==> src/sv/pidl_pkg.sv <==
`timescale 1ns / 1ps
// Shared types and constants for the positional insert/delete list.
// No dependencies; used by the controller, datapath, top level and checker.
package pidl_pkg;

    localparam int DEPTH_DEF = 128;
    localparam int WIDTH_DEF = 32;
    localparam int DATA_W    = 32;
    localparam int POS_W     = 8;
    localparam int CNT_OUT_W = 8;

    localparam logic [1:0] KIND_INSERT = 2'd0;
    localparam logic [1:0] KIND_DELETE = 2'd1;
    localparam logic [1:0] KIND_READ   = 2'd2;

    typedef struct packed {
        logic [1:0]        kind;
        logic [POS_W-1:0]  position;
        logic [DATA_W-1:0] item_data;
    } t_req;

    typedef struct packed {
        logic                 accepted;
        logic [DATA_W-1:0]    result_data;
        logic [CNT_OUT_W-1:0] list_count;
    } t_res;

    typedef enum logic [2:0] {
        S_IDLE,
        S_DECODE,
        S_CAPTURE,
        S_DEL_CHK,
        S_DEL_WR,
        S_INS_CHK,
        S_INS_WR,
        S_DONE
    } t_state;

    typedef enum logic [1:0] {
        RD_POS,
        RD_IDX,
        RD_IDX_M1
    } t_rd_sel;

    typedef enum logic [1:0] {
        WR_POS,
        WR_IDX,
        WR_IDX_M1
    } t_wr_sel;

    typedef struct packed {
        logic    load;
        logic    decode;
        logic    rd_en;
        t_rd_sel rd_sel;
        logic    wr_en;
        t_wr_sel wr_sel;
        logic    idx_ld_cnt;
        logic    idx_ld_pos;
        logic    idx_inc;
        logic    idx_dec;
        logic    cap;
        logic    cnt_inc;
        logic    cnt_dec;
    } t_cmd;

    typedef struct packed {
        logic       ok;
        logic [1:0] kind;
        logic       del_more;
        logic       ins_more;
    } t_stat;

endpackage

==> src/sv/pidl_ctrl.sv <==
`timescale 1ns / 1ps
// Controller FSM: sequences decode, RAM reads, entry shifts and result beat.
// Depends on pidl_pkg.
module pidl_ctrl (
    input  logic            i_clk,
    input  logic            i_rst_n,
    input  logic            i_start,
    input  pidl_pkg::t_stat i_stat,
    output pidl_pkg::t_cmd  o_cmd,
    output logic            o_done,
    output logic            o_busy
);
    import pidl_pkg::*;

    t_state r_state;
    t_state n_state;

    always_ff @(posedge i_clk) begin
        if (!i_rst_n) begin
            r_state <= S_IDLE;
        end else begin
            r_state <= n_state;
        end
    end

    always_comb begin
        n_state = r_state;
        o_cmd   = '0;
        o_cmd.rd_sel = RD_POS;
        o_cmd.wr_sel = WR_POS;
        o_done  = 1'b0;
        o_busy  = (r_state != S_IDLE);
        case (r_state)
            S_IDLE: begin
                if (i_start) begin
                    o_cmd.load = 1'b1;
                    n_state    = S_DECODE;
                end
            end
            S_DECODE: begin
                o_cmd.decode = 1'b1;
                if (!i_stat.ok) begin
                    n_state = S_DONE;
                end else if (i_stat.kind == KIND_INSERT) begin
                    o_cmd.idx_ld_cnt = 1'b1;
                    n_state          = S_INS_CHK;
                end else begin
                    o_cmd.rd_en  = 1'b1;
                    o_cmd.rd_sel = RD_POS;
                    n_state      = S_CAPTURE;
                end
            end
            S_CAPTURE: begin
                o_cmd.cap = 1'b1;
                if (i_stat.kind == KIND_READ) begin
                    n_state = S_DONE;
                end else begin
                    o_cmd.idx_ld_pos = 1'b1;
                    n_state          = S_DEL_CHK;
                end
            end
            S_DEL_CHK: begin
                if (i_stat.del_more) begin
                    o_cmd.rd_en  = 1'b1;
                    o_cmd.rd_sel = RD_IDX;
                    n_state      = S_DEL_WR;
                end else begin
                    o_cmd.cnt_dec = 1'b1;
                    n_state       = S_DONE;
                end
            end
            S_DEL_WR: begin
                o_cmd.wr_en   = 1'b1;
                o_cmd.wr_sel  = WR_IDX_M1;
                o_cmd.idx_inc = 1'b1;
                n_state       = S_DEL_CHK;
            end
            S_INS_CHK: begin
                if (i_stat.ins_more) begin
                    o_cmd.rd_en  = 1'b1;
                    o_cmd.rd_sel = RD_IDX_M1;
                    n_state      = S_INS_WR;
                end else begin
                    o_cmd.wr_en   = 1'b1;
                    o_cmd.wr_sel  = WR_POS;
                    o_cmd.cnt_inc = 1'b1;
                    n_state       = S_DONE;
                end
            end
            S_INS_WR: begin
                o_cmd.wr_en   = 1'b1;
                o_cmd.wr_sel  = WR_IDX;
                o_cmd.idx_dec = 1'b1;
                n_state       = S_INS_CHK;
            end
            S_DONE: begin
                o_done  = 1'b1;
                n_state = S_IDLE;
            end
            default: begin
                n_state = S_IDLE;
            end
        endcase
    end

endmodule

==> config.mk <==
export PLATFORM = sky130hd
export DESIGN_NAME = pidl_ctrl
export DESIGN_NICKNAME = d
export VERILOG_FILES = /design/src/sv/pidl_pkg.sv /design/src/sv/pidl_ctrl.sv
export SDC_FILE = /design/constraint.sdc
export NUM_CORES = 1
export LEC_CHECK = 0
export BUFFER_PORTS_ARGS = -buffer_cell sky130_fd_sc_hd__buf_2
export CAP_MARGIN = 15
export CORE_AREA = 5 5 42 44
export DETAILED_ROUTE_END_ITERATION = 8
export DIE_AREA = 0 0 47 49
export SETUP_SLACK_MARGIN = 0.3
export SLEW_MARGIN = 5
export SYNTH_ARGS = -nofsm -noshare
export SYNTH_HDL_FRONTEND = slang
export SYNTH_SLANG_ARGS = --single-unit
==> constraint.sdc <==
create_clock -name i_clk -period 1.05 [get_ports i_clk]
set_input_delay 0.105 -clock i_clk [delete_from_list [all_inputs] [get_ports i_clk]]
set_output_delay 0.105 -clock i_clk [all_outputs]
set_load 0.03 [all_outputs]
==> metrics list <==
- Final setup fails: 20
- Number of max-slew violations in the final report: 0
- Maximum number of pins on one net before global-route repair: 9
* Global placer's final weighted congestion: ~0.79
- Height of the die: 49 um
- Register with the highest flop count: r_state
* Effective utilization at floorplan: approximately 25%
- During synthesis, Yosys emitted a total of 0 warnings.
* Average cell area after synthesis: around 7.3 um^2
- The wire-length estimate of the detail-placed layout is 915 um.
* PortBufs: 24
- The register with the most flip-flops in the layout has 3 of them.
- Post-Syn Instances: 48
- P&R area growth vs syn: 174%
* Storage element area: a little over 70 um^2
- For this run, the post-layout net count is 104.
- Headroom to the max-slew limit: around four fifths
* CP Capture Type: output pin
* Internal power contribution: approximately 0.76 mW
- Sequential power share: between 10 and 15%
- In this run, CTS created clock tree buffers numbering 3.
- Initial DRC count: 5
* Net switching share of the total power: between 40% and 50%
* Post-route non-filler standard cell count: between 100 and 150
- The number of antenna diodes in the final layout is 0.
- Counting every net in the synthesized netlist gives between 50 and 60.
* Cell row count: 14
- Max-Cap Viols: 0
- For the finished layout, the period the worst path requires is around 1.4 ns.
- Startpoint kind of the worst setup timing path: flip-flop
* Overall track demand over capacity in global routing: approximately 14%
- Number of register bits inferred by synthesis: 3
- Failing checks: negative setup slack
* Via/cell ratio: slightly below 5
- For this design the static power due to leakage is about 0.43 nW.
- Global-route wire length before repair: about 2.3 mm
- The analysis attributes to net switching a power of 0.584 mW.
- Share of the clock period used by the worst path: 135%
* Highest ir drop seen on vdd: roughly 740 uV
- The final layout contains routed wiring with a total length of roughly 1.6 mm.
* Via count of the first global-routing pass: 527
- Highest attainable clock frequency: 706 MHz
- Buffers from clock root to sink, at most: 2
* Final Skew: 0.0104 ns
- Clock network fraction of design power: roughly 17%
* Setup repair after global routing missed its margin: true
* Count of vias placed by the detailed router: 534
* Class of the tightest hold or removal check: input pin to flip-flop
* Clock input transition at the sequential cells of the worst setup and hold paths: around 0.040 ns
* Endpoint arrival time on the critical path: around 1.3 ns
- Routed wirelength normalized by instance count: around 15 um
- Total count of hold-check failures in the final report: 0
- After detailed routing, the number of remaining DRC violations is 0.
- Final WS setup: -0.365 ns
- Prior to clock tree synthesis, the placed netlist has a worst setup slack of -0.248 ns.
* Count of TritonRoute iterations in the first routing pass: 3
- The post-route netlist has about 85% of its cells at a drive strength greater than 1.
* Sinks on Clock Net: 3
- By startpoint and endpoint, the worst setup path is classified as flip-flop to output pin.
- Global routing finished with a remaining overflow of 0.
- Sequential fraction of the synthesis area: approximately 17%
- For the worst setup path, the data required time is about 0.94 ns.
- Largest fanout on the critical path: 6
* Clock tree root driver cell: sky130_fd_sc_hd__clkbuf_4
- DIE WIDTH: about 47 um
* Clk Latency, worst-skew pair: between 0.2 and 0.3 ns
- 25 I/O pins were placed.
* Fill cells: ~130
- After detailed placement, the design holds a cell count of 96.
- In the final layout, the multi-input gates occupy around 400 um^2.
- Slew at the pin closest to its max-slew limit: between 0.3 and 0.4 ns
- CTS tree: done
* Final ANT Viol Nets: 0
- Gate power share: roughly 69%
- The run finished, with violations left.
- Largest registers in the final layout: r_state: 3 flops
- Summing every instance area after synthesis gives between 300 and 400 um^2.
- Die area: roughly 0.0023 mm^2
- In this run the number of H-tree levels came out at 1.
* PwrDens: about 1400 mW/mm^2
- The core region is approximately 0.0014 mm^2.
- Count of different cell masters after synthesis: 22
- Number of hold-repair buffers added at the cts stage: 0
- Number of antenna violations at the first check in global routing: 0
==> area by class of cell <==
class | instances | share of cell area [%]
timing repair buffer | 49 | 45.4
multi-input combinational | 36 | 41.1
sequential | 3 | 7.42
clock buffer | 4 | 2.73
tap | 16 | 2.08
inverter | 3 | 1.17
==> power by group through the flow <==
stage                     logic, mW  clock network (mW)  registers (mW)
after floorplan               0.467                   0           0.148
after global placement        0.595                   0           0.193
after detailed placement      0.600                   0           0.195
after CTS                     0.771               0.224           0.185
after global routing          0.981               0.236           0.197
final                         0.924               0.226           0.192
==> routing by layer <==
metal	GRT usage, %	vias up	share of wire, %
li1	-	261	-
met1	14.2	250	38
met2	24.4	20	54
met3	3.32	3	6.7
met4	9.68	0	1.7
met5	0	-	0
==> worst max-delay path, stage by stage, from the launching register on <==
cell and delay (ns):
sky130_fd_sc_hd__dfxtp_4 0.36, sky130_fd_sc_hd__buf_12 0.12, sky130_fd_sc_hd__or3_4 0.35, sky130_fd_sc_hd__nor2_4 0.09
sky130_fd_sc_hd__buf_6 0.13
==> worst paths after layout <==
path	slack, ns	endpoint	from	cells after the start
worst min register to register	0.72	r_state[2]	r_state[0]	2
worst min-delay path	0.14	r_state[0]	i_rst_n	3
worst max register to register	-0.23	r_state[1]	r_state[1]	5
worst max-delay path	-0.37	o_cmd[14]	r_state[1]	4
==> cell usage in the layout (no fill, tap or decap), drive strengths merged, types with 2 or more instances in the layout <==
| cell | netlist | routed |
|---|---|---|
| buf | 6 | 49 |
| nor2 | 5 | 5 |
| clkbuf | 0 | 4 |
| inv | 3 | 3 |
| a2111oi | 2 | 2 |
| nand2 | 3 | 3 |
| o21ai | 5 | 5 |
| nand2b | 2 | 2 |
| dfxtp | 3 | 3 |
| nor3 | 6 | 6 |
| nor3b | 2 | 2 |
| and3 | 3 | 3 |
==> metrics by stage <==
stage	power (mW)	setup TNS [ns]	hold WS, ns	util, %	area (um^2)
after floorplan	0.615	-0.901	0.256	-	449
after global placement	0.788	-2.20	0.389	45.9	643
after detailed placement	0.795	-2.47	0.394	45.9	643
after CTS	1.18	-4.63	0.149	60.0	841
after global routing	1.41	-5.92	0.184	68.6	961
final	1.34	-5.05	0.144	68.6	961
==> cell usage after synthesis (all sizes together) <==
library cell  number  share of area, %
a2111oi            2               8.6
a211oi             1               3.6
a21oi              1               1.4
and2               1               1.8
and3               3               5.4
buf                6                14
dfxtp              3                17
inv                3               3.2
mux2i              1               2.9
nand2              3               3.2
nand2b             2               3.6
nor2               5               5.4
nor2b              1               1.8
nor3               6               8.6
nor3b              2               4.3
o21a               1               2.1
o21ai              5               7.1
or3                1               3.2
or3b               1               3.2
==> logic make-up after synthesis <==
kind of cell / synth area share (%)
muxes: 2.86
DFF: 17.1
AOI/OAI and AO/OA: 22.9
buffers and inverters: 16.8
and+or+nand+nor: 40.4
==> what timing repair did <==
| action | 4_1_cts | 5_1_grt |
|---|---|---|
| setup endpoints to repair | 20 | 20 |
| pin swaps | 5 | 6 |
| hold endpoints to repair | 0 | 0 |
| setup buffers | 7 | 4 |
| resized for setup | 40 | 23 |
Power figures use the tool's default switching activity.
